### src/lsswa_pkg.sv
// Shared types, constants and palette functions of the LED strip scanner and wipe animator.
package lsswa_pkg;

   localparam int unsigned LenWidth   = 7;
   localparam int unsigned PixWidth   = 24;
   localparam int unsigned IndexWidth = 6;
   localparam int unsigned QueueDepth = 2;

   localparam logic [LenWidth-1:0] LenReset       = 7'd8;
   localparam logic [PixWidth-1:0] ScanColorReset = 24'h001F00;
   localparam logic [PixWidth-1:0] WipeColorReset = 24'h1F0700;
   localparam logic [PixWidth-1:0] HalfMask       = 24'h7F7F7F;

   typedef logic [PixWidth-1:0] rgb_type;
   typedef logic [2:0] palette_step_type;

   localparam palette_step_type PaletteFirst = 3'd0;
   localparam palette_step_type PaletteLast  = 3'd5;

   // One frame tick as handed from the front end to the pixel sequencer.
   typedef struct packed {
      logic                  scan;
      logic [LenWidth-1:0]   len;
      logic [LenWidth-1:0]   pos;
      logic                  has_mirror;
      logic [LenWidth-1:0]   mirror;
      rgb_type               color;
      logic [IndexWidth-1:0] wipe_idx;
   } cmd_type;

   // Six-entry palette; the two unused step codes behave as the first entry.
   function automatic rgb_type palette_color(input palette_step_type step);
      rgb_type c;
      case (step)
         3'd1:    c = 24'h1F1F00;
         3'd2:    c = 24'h001F00;
         3'd3:    c = 24'h001F1F;
         3'd4:    c = 24'h1F1F1F;
         3'd5:    c = 24'h1F001F;
         default: c = 24'h1F0000;
      endcase
      return c;
   endfunction

   function automatic palette_step_type palette_next(input palette_step_type step);
      palette_step_type n;
      if (step == PaletteLast) begin
         n = PaletteFirst;
      end else if (step > PaletteLast) begin
         n = PaletteFirst + 3'd1;
      end else begin
         n = step + 3'd1;
      end
      return n;
   endfunction

endpackage

### src/lsswa_ram.sv
// Generic single-write, single-read RAM with a registered read port.
module lsswa_ram #(
   parameter int unsigned Width = 24,
   parameter int unsigned Depth = 64
) (
   input  logic                     clock,
   input  logic                     wr_en,
   input  logic [$clog2(Depth)-1:0] wr_addr,
   input  logic [Width-1:0]         wr_data,
   input  logic                     rd_en,
   input  logic [$clog2(Depth)-1:0] rd_addr,
   output logic [Width-1:0]         rd_data
);

   logic [Width-1:0] mem_ff [Depth];
   logic [Width-1:0] rd_data_ff;

   always_ff @(posedge clock) begin
      if (wr_en) begin
         mem_ff[wr_addr] <= wr_data;
      end
      if (rd_en) begin
         rd_data_ff <= mem_ff[rd_addr];
      end
   end

   assign rd_data = rd_data_ff;

endmodule

### src/lsswa_front.sv
// Front end: accepts frame ticks, keeps scanner, wipe and palette state, and builds commands.
module lsswa_front import lsswa_pkg::*; #(
   parameter int unsigned MAX_LEDS = 64
) (
   input  logic                clock,
   input  logic                reset,
   input  logic [LenWidth-1:0] strip_length,
   input  logic                push,
   output logic                full,
   input  logic                scanner_mode,
   input  logic                refresh_accepted,
   output logic                cmd_push,
   output cmd_type             cmd_data,
   input  logic                cmd_full
);

   localparam int unsigned IW = $clog2(MAX_LEDS);
   localparam logic [LenWidth-1:0] MaxLen = LenWidth'(MAX_LEDS);

   logic [LenWidth-1:0] scan_position_ff, scan_position_in;
   logic                scan_reverse_ff, scan_reverse_in;
   rgb_type             scan_color_ff, scan_color_in;
   logic [IW-1:0]       wipe_position_ff, wipe_position_in;
   rgb_type             wipe_color_ff, wipe_color_in;
   palette_step_type    palette_step_ff, palette_step_in;

   logic                accept;
   logic [LenWidth-1:0] len;
   logic [LenWidth-1:0] len_m1;
   logic [LenWidth-1:0] total;
   logic                has_mirror;
   logic [LenWidth-1:0] step_pos;
   logic [IW:0]         wipe_next;

   assign accept   = push & ~cmd_full;
   assign full     = cmd_full;
   assign cmd_push = accept;

   always_comb begin
      if (strip_length == '0) begin
         len = LenWidth'(1);
      end else if (strip_length > MaxLen) begin
         len = MaxLen;
      end else begin
         len = strip_length;
      end
      len_m1     = len - LenWidth'(1);
      total      = {len_m1[LenWidth-2:0], 1'b0};
      has_mirror = scan_position_ff <= total;
      step_pos   = scan_reverse_ff ? scan_position_ff - LenWidth'(1)
                                   : scan_position_ff + LenWidth'(1);
      wipe_next  = {1'b0, wipe_position_ff} + (IW+1)'(1);
   end

   always_comb begin
      cmd_data.scan       = scanner_mode;
      cmd_data.len        = scanner_mode ? len : LenWidth'(1);
      cmd_data.pos        = scan_position_ff;
      cmd_data.has_mirror = has_mirror;
      cmd_data.mirror     = total - scan_position_ff;
      cmd_data.color      = scanner_mode ? scan_color_ff : wipe_color_ff;
      cmd_data.wipe_idx   = IndexWidth'(wipe_position_ff);
   end

   always_comb begin
      scan_position_in = scan_position_ff;
      scan_reverse_in  = scan_reverse_ff;
      scan_color_in    = scan_color_ff;
      wipe_position_in = wipe_position_ff;
      wipe_color_in    = wipe_color_ff;
      palette_step_in  = palette_step_ff;
      if (accept) begin
         if (scanner_mode) begin
            if (refresh_accepted) begin
               scan_position_in = step_pos;
               if (step_pos >= len) begin
                  scan_reverse_in = 1'b1;
               end else if (step_pos == '0) begin
                  scan_reverse_in = 1'b0;
                  scan_color_in   = palette_color(palette_step_ff);
                  palette_step_in = palette_next(palette_step_ff);
               end
            end
         end else begin
            // The wipe moves on whether or not the refresh went through.
            if (LenWidth'(wipe_next) >= len) begin
               wipe_position_in = '0;
               wipe_color_in    = palette_color(palette_step_ff);
               palette_step_in  = palette_next(palette_step_ff);
            end else begin
               wipe_position_in = wipe_next[IW-1:0];
            end
         end
      end
   end

   always_ff @(posedge clock) begin
      if (reset) begin
         scan_position_ff <= '0;
         scan_reverse_ff  <= 1'b0;
         scan_color_ff    <= ScanColorReset;
         wipe_position_ff <= '0;
         wipe_color_ff    <= WipeColorReset;
         palette_step_ff  <= PaletteFirst;
      end else begin
         scan_position_ff <= scan_position_in;
         scan_reverse_ff  <= scan_reverse_in;
         scan_color_ff    <= scan_color_in;
         wipe_position_ff <= wipe_position_in;
         wipe_color_ff    <= wipe_color_in;
         palette_step_ff  <= palette_step_in;
      end
   end

   // The scanner only turns around above zero, so it never sits at zero moving down.
   assert property (@(posedge clock) disable iff (reset)
      !(scan_reverse_ff && scan_position_ff == '0))
      else $error("scanner reversed at position zero");

   assert property (@(posedge clock) disable iff (reset)
      palette_step_ff <= PaletteLast)
      else $error("palette step left the palette");

endmodule

### src/lsswa_cmd_fifo.sv
// Short command queue between the front end and the pixel sequencer.
module lsswa_cmd_fifo import lsswa_pkg::*; (
   input  logic    clock,
   input  logic    reset,
   input  logic    push,
   input  cmd_type push_data,
   output logic    full,
   output logic    valid,
   input  logic    pop,
   output cmd_type head
);

   localparam int unsigned PtrWidth   = (QueueDepth > 1) ? $clog2(QueueDepth) : 1;
   localparam int unsigned CountWidth = $clog2(QueueDepth + 1);
   localparam logic [PtrWidth-1:0]   PtrLast   = PtrWidth'(QueueDepth - 1);
   localparam logic [CountWidth-1:0] CountFull = CountWidth'(QueueDepth);

   cmd_type                 entry_ff [QueueDepth];
   logic [PtrWidth-1:0]     wr_ptr_ff, wr_ptr_in;
   logic [PtrWidth-1:0]     rd_ptr_ff, rd_ptr_in;
   logic [CountWidth-1:0]   count_ff, count_in;
   logic                    do_push;
   logic                    do_pop;

   assign full    = count_ff == CountFull;
   assign valid   = count_ff != '0;
   assign head    = entry_ff[rd_ptr_ff];
   assign do_push = push & ~full;
   assign do_pop  = pop & valid;

   always_comb begin
      wr_ptr_in = wr_ptr_ff;
      rd_ptr_in = rd_ptr_ff;
      count_in  = count_ff;
      if (do_push) begin
         wr_ptr_in = (wr_ptr_ff == PtrLast) ? '0 : wr_ptr_ff + PtrWidth'(1);
      end
      if (do_pop) begin
         rd_ptr_in = (rd_ptr_ff == PtrLast) ? '0 : rd_ptr_ff + PtrWidth'(1);
      end
      if (do_push && !do_pop) begin
         count_in = count_ff + CountWidth'(1);
      end else if (do_pop && !do_push) begin
         count_in = count_ff - CountWidth'(1);
      end
   end

   always_ff @(posedge clock) begin
      if (reset) begin
         wr_ptr_ff <= '0;
         rd_ptr_ff <= '0;
         count_ff  <= '0;
      end else begin
         wr_ptr_ff <= wr_ptr_in;
         rd_ptr_ff <= rd_ptr_in;
         count_ff  <= count_in;
      end
   end

   always_ff @(posedge clock) begin
      if (do_push) begin
         entry_ff[wr_ptr_ff] <= push_data;
      end
   end

   assert property (@(posedge clock) disable iff (reset)
      count_ff <= CountFull)
      else $error("command queue count above its depth");

endmodule

### src/lsswa_back.sv
// Pixel sequencer: walks each command over the pixel buffer and emits pixel writes.
module lsswa_back import lsswa_pkg::*; #(
   parameter int unsigned MAX_LEDS = 64
) (
   input  logic                        clock,
   input  logic                        reset,
   input  logic                        cmd_valid,
   input  cmd_type                     cmd_data,
   output logic                        cmd_pop,
   output logic                        out_valid,
   input  logic                        out_pop,
   output logic [$clog2(MAX_LEDS)-1:0] out_index,
   output rgb_type                     out_color,
   output logic                        out_last
);

   localparam int unsigned IW = $clog2(MAX_LEDS);

   // Issue stage.
   logic [LenWidth-1:0] cnt_ff, cnt_in;
   logic                a_last;
   logic [IW-1:0]       a_idx;
   logic                a_use_color;
   logic                a_issue;

   // Read stage, aligned with the registered RAM output.
   logic                b_valid_ff, b_valid_in;
   logic [IW-1:0]       b_idx_ff;
   rgb_type             b_color_ff;
   logic                b_use_color_ff;
   logic                b_last_ff;
   logic                b_hit_ff;
   logic                b_byp_ff;
   rgb_type             b_byp_data_ff;
   rgb_type             b_prev;
   rgb_type             b_pixel;
   logic                b_fire;
   logic                b_advance;

   // Output register.
   logic                o_valid_ff, o_valid_in;
   logic [IW-1:0]       o_idx_ff;
   rgb_type             o_color_ff;
   logic                o_last_ff;
   logic                o_ready;

   logic [MAX_LEDS-1:0] written_ff;
   rgb_type             ram_q;

   assign a_last      = (cnt_ff + LenWidth'(1)) == cmd_data.len;
   assign a_idx       = cmd_data.scan ? cnt_ff[IW-1:0] : cmd_data.wipe_idx[IW-1:0];
   assign a_use_color = ~cmd_data.scan | (cnt_ff == cmd_data.pos)
                      | (cmd_data.has_mirror & (cnt_ff == cmd_data.mirror));

   assign o_ready   = ~o_valid_ff | out_pop;
   assign b_fire    = b_valid_ff & o_ready;
   assign b_advance = ~b_valid_ff | b_fire;
   assign a_issue   = cmd_valid & b_advance;
   assign cmd_pop   = a_issue & a_last;

   // Entries never written read as dark; a write in the same cycle is forwarded.
   assign b_prev  = b_byp_ff ? b_byp_data_ff : (b_hit_ff ? ram_q : '0);
   assign b_pixel = b_use_color_ff ? b_color_ff : ((b_prev >> 1) & HalfMask);

   always_comb begin
      cnt_in = cnt_ff;
      if (a_issue) begin
         cnt_in = a_last ? '0 : cnt_ff + LenWidth'(1);
      end
      b_valid_in = b_valid_ff;
      if (a_issue) begin
         b_valid_in = 1'b1;
      end else if (b_fire) begin
         b_valid_in = 1'b0;
      end
      o_valid_in = o_valid_ff;
      if (b_fire) begin
         o_valid_in = 1'b1;
      end else if (out_pop) begin
         o_valid_in = 1'b0;
      end
   end

   always_ff @(posedge clock) begin
      if (reset) begin
         cnt_ff     <= '0;
         b_valid_ff <= 1'b0;
         o_valid_ff <= 1'b0;
         written_ff <= '0;
      end else begin
         cnt_ff     <= cnt_in;
         b_valid_ff <= b_valid_in;
         o_valid_ff <= o_valid_in;
         if (b_fire) begin
            written_ff[b_idx_ff] <= 1'b1;
         end
      end
   end

   always_ff @(posedge clock) begin
      if (a_issue) begin
         b_idx_ff       <= a_idx;
         b_color_ff     <= cmd_data.color;
         b_use_color_ff <= a_use_color;
         b_last_ff      <= a_last;
         b_hit_ff       <= written_ff[a_idx];
         b_byp_ff       <= b_fire & (b_idx_ff == a_idx);
         b_byp_data_ff  <= b_pixel;
      end
      if (b_fire) begin
         o_idx_ff   <= b_idx_ff;
         o_color_ff <= b_pixel;
         o_last_ff  <= b_last_ff;
      end
   end

   lsswa_ram #(
      .Width (PixWidth),
      .Depth (MAX_LEDS)
   ) u_pixel_ram (
      .clock   (clock),
      .wr_en   (b_fire),
      .wr_addr (b_idx_ff),
      .wr_data (b_pixel),
      .rd_en   (a_issue),
      .rd_addr (a_idx),
      .rd_data (ram_q)
   );

   assign out_valid = o_valid_ff;
   assign out_index = o_idx_ff;
   assign out_color = o_color_ff;
   assign out_last  = o_last_ff;

   assert property (@(posedge clock) disable iff (reset)
      b_valid_ff |-> (32'(b_idx_ff) < MAX_LEDS))
      else $error("pixel index beyond the buffer");

   // A command leaves the queue only on the beat that ends it.
   assert property (@(posedge clock) disable iff (reset)
      cmd_pop |=> (cnt_ff == '0))
      else $error("pixel counter not rewound after the last beat");

endmodule

### src/led_strip_scanner_wipe_animator.sv
// Top level of the LED strip scanner and color wipe animator.
//
// Input channel: one transaction per frame tick, taken when push is high and full is
// low, carrying req_scanner_mode and req_refresh_accepted. Result channel: one
// transaction per pixel write, offered while empty is low and taken when pop is high;
// rsp_last_of_tick marks the final write of a tick. csr_write_en loads strip_length
// from csr_write_data at that clock edge; change it only while the block is idle.
//
// A scanner tick produces one write per LED of the strip (1 to MAX_LEDS), in index
// order; a wipe tick produces one write. The first write of a tick passes through the
// command queue, the RAM read stage and the output register on its way to the result
// ports. Ticks are queued two deep between the front end and the sequencer; the tick
// being walked keeps its slot until its last write issues, so one further tick is
// accepted while the sequencer works.
//
// Reset clears all pixels to dark, sets strip_length to 8, and restores the scanner,
// wipe and palette state; no clearing sweep is needed because per-LED written flags
// make untouched pixels read as dark. When the receiver stops popping, the output
// register holds, the sequencer stalls, the queue fills and full rises.
module led_strip_scanner_wipe_animator import lsswa_pkg::*; #(
   parameter int unsigned MAX_LEDS = 64
) (
   input  logic                clock,
   input  logic                reset,
   input  logic                csr_write_en,
   input  logic [LenWidth-1:0] csr_write_data,
   input  logic                push,
   output logic                full,
   input  logic                req_scanner_mode,
   input  logic                req_refresh_accepted,
   output logic                empty,
   input  logic                pop,
   output logic [5:0]          rsp_led_index,
   output logic [7:0]          rsp_red_level,
   output logic [7:0]          rsp_green_level,
   output logic [7:0]          rsp_blue_level,
   output logic                rsp_last_of_tick
);

   localparam int unsigned IW = $clog2(MAX_LEDS);

   logic [LenWidth-1:0] strip_length_ff, strip_length_in;

   logic    cmd_push;
   cmd_type cmd_push_data;
   logic    cmd_full;
   logic    cmd_valid;
   logic    cmd_pop;
   cmd_type cmd_head;

   logic          out_valid;
   logic          out_pop;
   logic [IW-1:0] out_index;
   rgb_type       out_color;
   logic          out_last;

   // Strip length register; unchecked user rule: written only while no tick is in flight.
   assign strip_length_in = csr_write_en ? csr_write_data : strip_length_ff;

   always_ff @(posedge clock) begin
      if (reset) begin
         strip_length_ff <= LenReset;
      end else begin
         strip_length_ff <= strip_length_in;
      end
   end

   lsswa_front #(
      .MAX_LEDS (MAX_LEDS)
   ) u_front (
      .clock            (clock),
      .reset            (reset),
      .strip_length     (strip_length_ff),
      .push             (push),
      .full             (full),
      .scanner_mode     (req_scanner_mode),
      .refresh_accepted (req_refresh_accepted),
      .cmd_push         (cmd_push),
      .cmd_data         (cmd_push_data),
      .cmd_full         (cmd_full)
   );

   lsswa_cmd_fifo u_cmd_fifo (
      .clock     (clock),
      .reset     (reset),
      .push      (cmd_push),
      .push_data (cmd_push_data),
      .full      (cmd_full),
      .valid     (cmd_valid),
      .pop       (cmd_pop),
      .head      (cmd_head)
   );

   lsswa_back #(
      .MAX_LEDS (MAX_LEDS)
   ) u_back (
      .clock     (clock),
      .reset     (reset),
      .cmd_valid (cmd_valid),
      .cmd_data  (cmd_head),
      .cmd_pop   (cmd_pop),
      .out_valid (out_valid),
      .out_pop   (out_pop),
      .out_index (out_index),
      .out_color (out_color),
      .out_last  (out_last)
   );

   // The result side is a plain queue view of the sequencer's output register.
   assign empty            = ~out_valid;
   assign out_pop          = pop & out_valid;
   assign rsp_led_index    = 6'(out_index);
   assign rsp_red_level    = out_color[23:16];
   assign rsp_green_level  = out_color[15:8];
   assign rsp_blue_level   = out_color[7:0];
   assign rsp_last_of_tick = out_last;

endmodule

### config.mk
export PLATFORM = sky130hd
export DESIGN_NAME = led_strip_scanner_wipe_animator
export DESIGN_NICKNAME = d
export VERILOG_FILES = /design/src/lsswa_pkg.sv /design/src/lsswa_ram.sv /design/src/lsswa_front.sv /design/src/lsswa_cmd_fifo.sv /design/src/lsswa_back.sv /design/src/led_strip_scanner_wipe_animator.sv
export SDC_FILE = /design/constraint.sdc
export NUM_CORES = 1
export LEC_CHECK = 0
export ABC_AREA = 1
export BUFFER_PORTS_ARGS = -buffer_cell sky130_fd_sc_hd__buf_2
export CORE_MARGIN = 1
export CORE_UTILIZATION = 38
export DETAILED_ROUTE_END_ITERATION = 6
export PLACE_DENSITY = 0.56
export SLEW_MARGIN = 30
export SYNTH_ARGS = -nofsm -noshare
export SYNTH_HDL_FRONTEND = slang
export SYNTH_SLANG_ARGS = --single-unit
### constraint.sdc
create_clock -name clock -period 7.7 [get_ports clock]
set_input_delay 1.54 -clock clock [delete_from_list [all_inputs] [get_ports clock]]
set_output_delay 1.54 -clock clock [all_outputs]
set_load 0.02 [all_outputs]
==> results by group <==
Timing
  • Minimum clock period: 4.33 ns
  • Unrepaired setup endpoints after global routing: no
  • Relative slew margins: 32.1%
  • Final setup violation count: 0
  • Number of max-slew violations in the final report: 0
  • Final period util: 56.2%
  • Worst-margin pin slew: between 1 and 1.5 ns
  • Setup TNS: 0 ns
  • Endpoints failing hold: 0
  • Achievable Freq: 231 MHz
  • Clock Skew: slightly below 0.03 ns

Outcome
  • Outcome: finished clean

Clocking
  • Post-CTS resize count: 0
  • Longest Clk Path Bufs: 3
  • # H-tree levels: 3
  • Setup repair bufs after CTS: 0
  • Register clock-pin slew on the reported worst setup and hold paths: 0.07 ns
  • Clk sinks: 1001
  • CTS tree: built
  • Num CTS Buffers: 106
  • Clock latency on the worst-skew pair: 0.69 ns
  • CTS Root Cell: clkbuf_16
  • # hold bufs at CTS: 0

Place
  • Placed cell areas: approximately 44000 sq um
  • Port Buffers: 37
  • RePlAce Congestion: 0.849
  • DPL Wire Length: 65000 um

Global route
  • Total track usage: 19.8%
  • Met2 usage: about a third
  • Met3 Use GR: 3.40%
  • Largest net degree at the start of global routing: 219
  • Global routing's busiest layer: met2
  • Met1 usage: 27.0%
  • Remaining global-route overflow: 0
  • Vias in the first global route: ~27000
  • First-pass GRT wire length: 167000 um
  • Antenna violations before repair: 2

Setup path
  • Critical Path AT: 4.78 ns
  • Crit path max fanout: 76
  • Setup CP Type: reg -> reg
  • CP Launch Type: flop
  • Required @ worst endpoint: 8.15 ns
  • CP Capture Type: flop

Power
  • Pwr dens: 283 nW/um^2
  • Peak supply drop: 0.000165 V
  • Leakage: 17.6 nW

Final layout
  • Commonest non-fill, non-tap cell in the layout: nand2_1
  • Most frequent cells in the layout: nand2_1 (991), edfxtp_1 (892), nand3_1 (449)
  • Post-route design area: 47600 sq um
  • Share of cells above drive strength 1: 8.83%
  • Finished Core Util: between 40% and 50%
  • Final Net Count: approximately 4000
  • ANT cells: 0
  • Area growth from synthesis to layout: 12.0%
  • Fill count: 10300

Logic synthesis
  • Post-synth top area share: a little over three fifths
  • Synth Warn #: 0
  • Mapped Cells: between 3000 and 4000
  • Number of synthesized flops with an enable pin: 892
  • Post-Syn Area: 42500 sq um
  • Post-synthesis area per instance: 11.0 sq um
  • Sequential cell area fraction in the yosys report: between 60 and 70%
  • Dominant synthesized flop cell: edfxtp_1
  • Post-synthesis register bit count: 1001
  • Fraction of registers with async set/reset: 0%
  • Netlist cell types: 44
  • Dominant cells by area after synthesis: edfxtp_1 (63%), nand2_1 (8.9%), nand3_1 (5.3%), dfxtp_1 (5.1%), o211ai_1 (5.1%)
  • Largest area contributor in the netlist: edfxtp_1

Floorplan
  • Width of the die: 336 um
  • Die H: 336 um
  • Core ar.: 111000 sq um
  • Initial Utilization: 38.4%
  • Row Count: about 120
  • Die ar.: 113000 sq um
  • # IOs: 47

Hold path
  • Hold crit path type: reg -> reg
  • Min-delay src: u_back.written_ff[17]

Detailed routing
  • Post-DR vias/cell: 5.08
  • Via Count: 27700
  • First DRT Iteration DRCs: between 2000 and 3000
  • DRT antenna net count: 0
  • Routed Wire Length: ~110000 um
  • DRC viols: 0
  • Drt wl/cell: 20.5 um
  • First-pass DRT Iterations: 6

Flow run
  • Maxcap violations: 0
[worst max-delay path, cell delays in order, from the launching register on]
cell and delay [ns]:
dfxtp_1 0.54, buf_4 0.39, nand2_1 0.09, o21ai_1 0.14, nand2_2 0.09, o21ai_4 0.31, buf_4 0.73, buf_4 0.68
nand2_1 0.13, o211ai_1 0.11, nand3_1 0.12, nand3_1 0.28, nand3_1 0.17, nand3_1 0.15, nand2_1 0.07
[power breakdown]
part	leakage, nW	switching, mW	total [mW]	internal [mW]
clock	1.67	2.14	4.94	2.81
combinational	6.94	1.67	2.15	0.486
sequential	9.04	0.0722	6.39	6.32
total	17.6	3.87	13.5	9.61
[per-layer routing]
metal	vias to the layer above	part of all wire [%]
met1	13400	44
met4	0	3.0
met5	-	0
met3	165	6.7
met2	874	46
li1	13300	-
[Yosys cell counts, drive strengths merged, types with 2 or more instances]
library cell,n
o21ai,47
a21oi,42
dfxtp,109
xnor2,6
or2,15
o21a,2
nand3b,4
buf,169
inv,417
fa,2
nand3,449
nor4,2
o211ai,289
ha,30
nand4,12
nand2,1004
mux2i,5
edfxtp,892
xor2,30
clkbuf,46
nor3,11
nor2,269
a21boi,2
[kinds of logic after synthesis]
| kind of cell | share of synthesized area [%] |
|---|---|
| simple gates | 17.2 |
| flops | 68.2 |
| buf+inv | 6.27 |
| compound gates | 6.46 |
| xor+xnor | 0.742 |
| fa+ha+maj | 0.978 |
| mux | 0.118 |
| other cells | 0.00883 |
[per-stage QoR]
stage | cells | hold slack (ns) | setup WS (ns) | total power [mW]
finish | 5452 | 0.465 | 3.37 | 13.5
global route | 5452 | 0.489 | 3.05 | 14.0
CTS | 5449 | 0.470 | 3.29 | 13.6
detailed placement | 5249 | 0.457 | 2.57 | 8.65
global placement | 5248 | 0.445 | 2.51 | 8.62
floorplan | 3874 | 0.400 | 3.97 | 7.81
[cell type report]
cell class	instances	area, sq um	area share, %
sequential	1001	29000	60.9
multi-input combinational	2240	11000	23.2
clock buffer	136	2880	6.05
tap	1488	1860	3.91
inverter	418	1580	3.32
timing repair buffer	105	771	1.62
clock inverter	64	485	1.02
[flip-flops by register name, summed over array words and instances, names as in the netlist, 4 cells and up, named ones only]
name / flops
u_back.u_pixel_ram.rd_data: 12
u_back.b_color_ff: 4
u_back.out_color: 15
u_front.wipe_color_ff: 4
u_front.wipe_position_ff: 6
u_back.out_index: 6
u_cmd_fifo.entry_ff: 64
u_back.b_byp_data_ff: 12
u_back.cnt_ff: 7
strip_length_ff: 7
u_back.u_pixel_ram.mem_ff: 768
u_back.b_idx_ff: 6
u_front.scan_position_ff: 7
u_back.written_ff: 64
[worst paths after layout]
check | cells after the start | slack (ns) | endpoint
setup / recovery | 14 | 3.37 | u_back.u_pixel_ram.rd_data[18]
hold / removal | 2 | 0.47 | u_back.written_ff[17]
setup reg to reg | 14 | 3.37 | u_back.u_pixel_ram.rd_data[18]
hold reg to reg | 2 | 0.47 | u_back.written_ff[17]
Power figures use the tool's default switching activity.
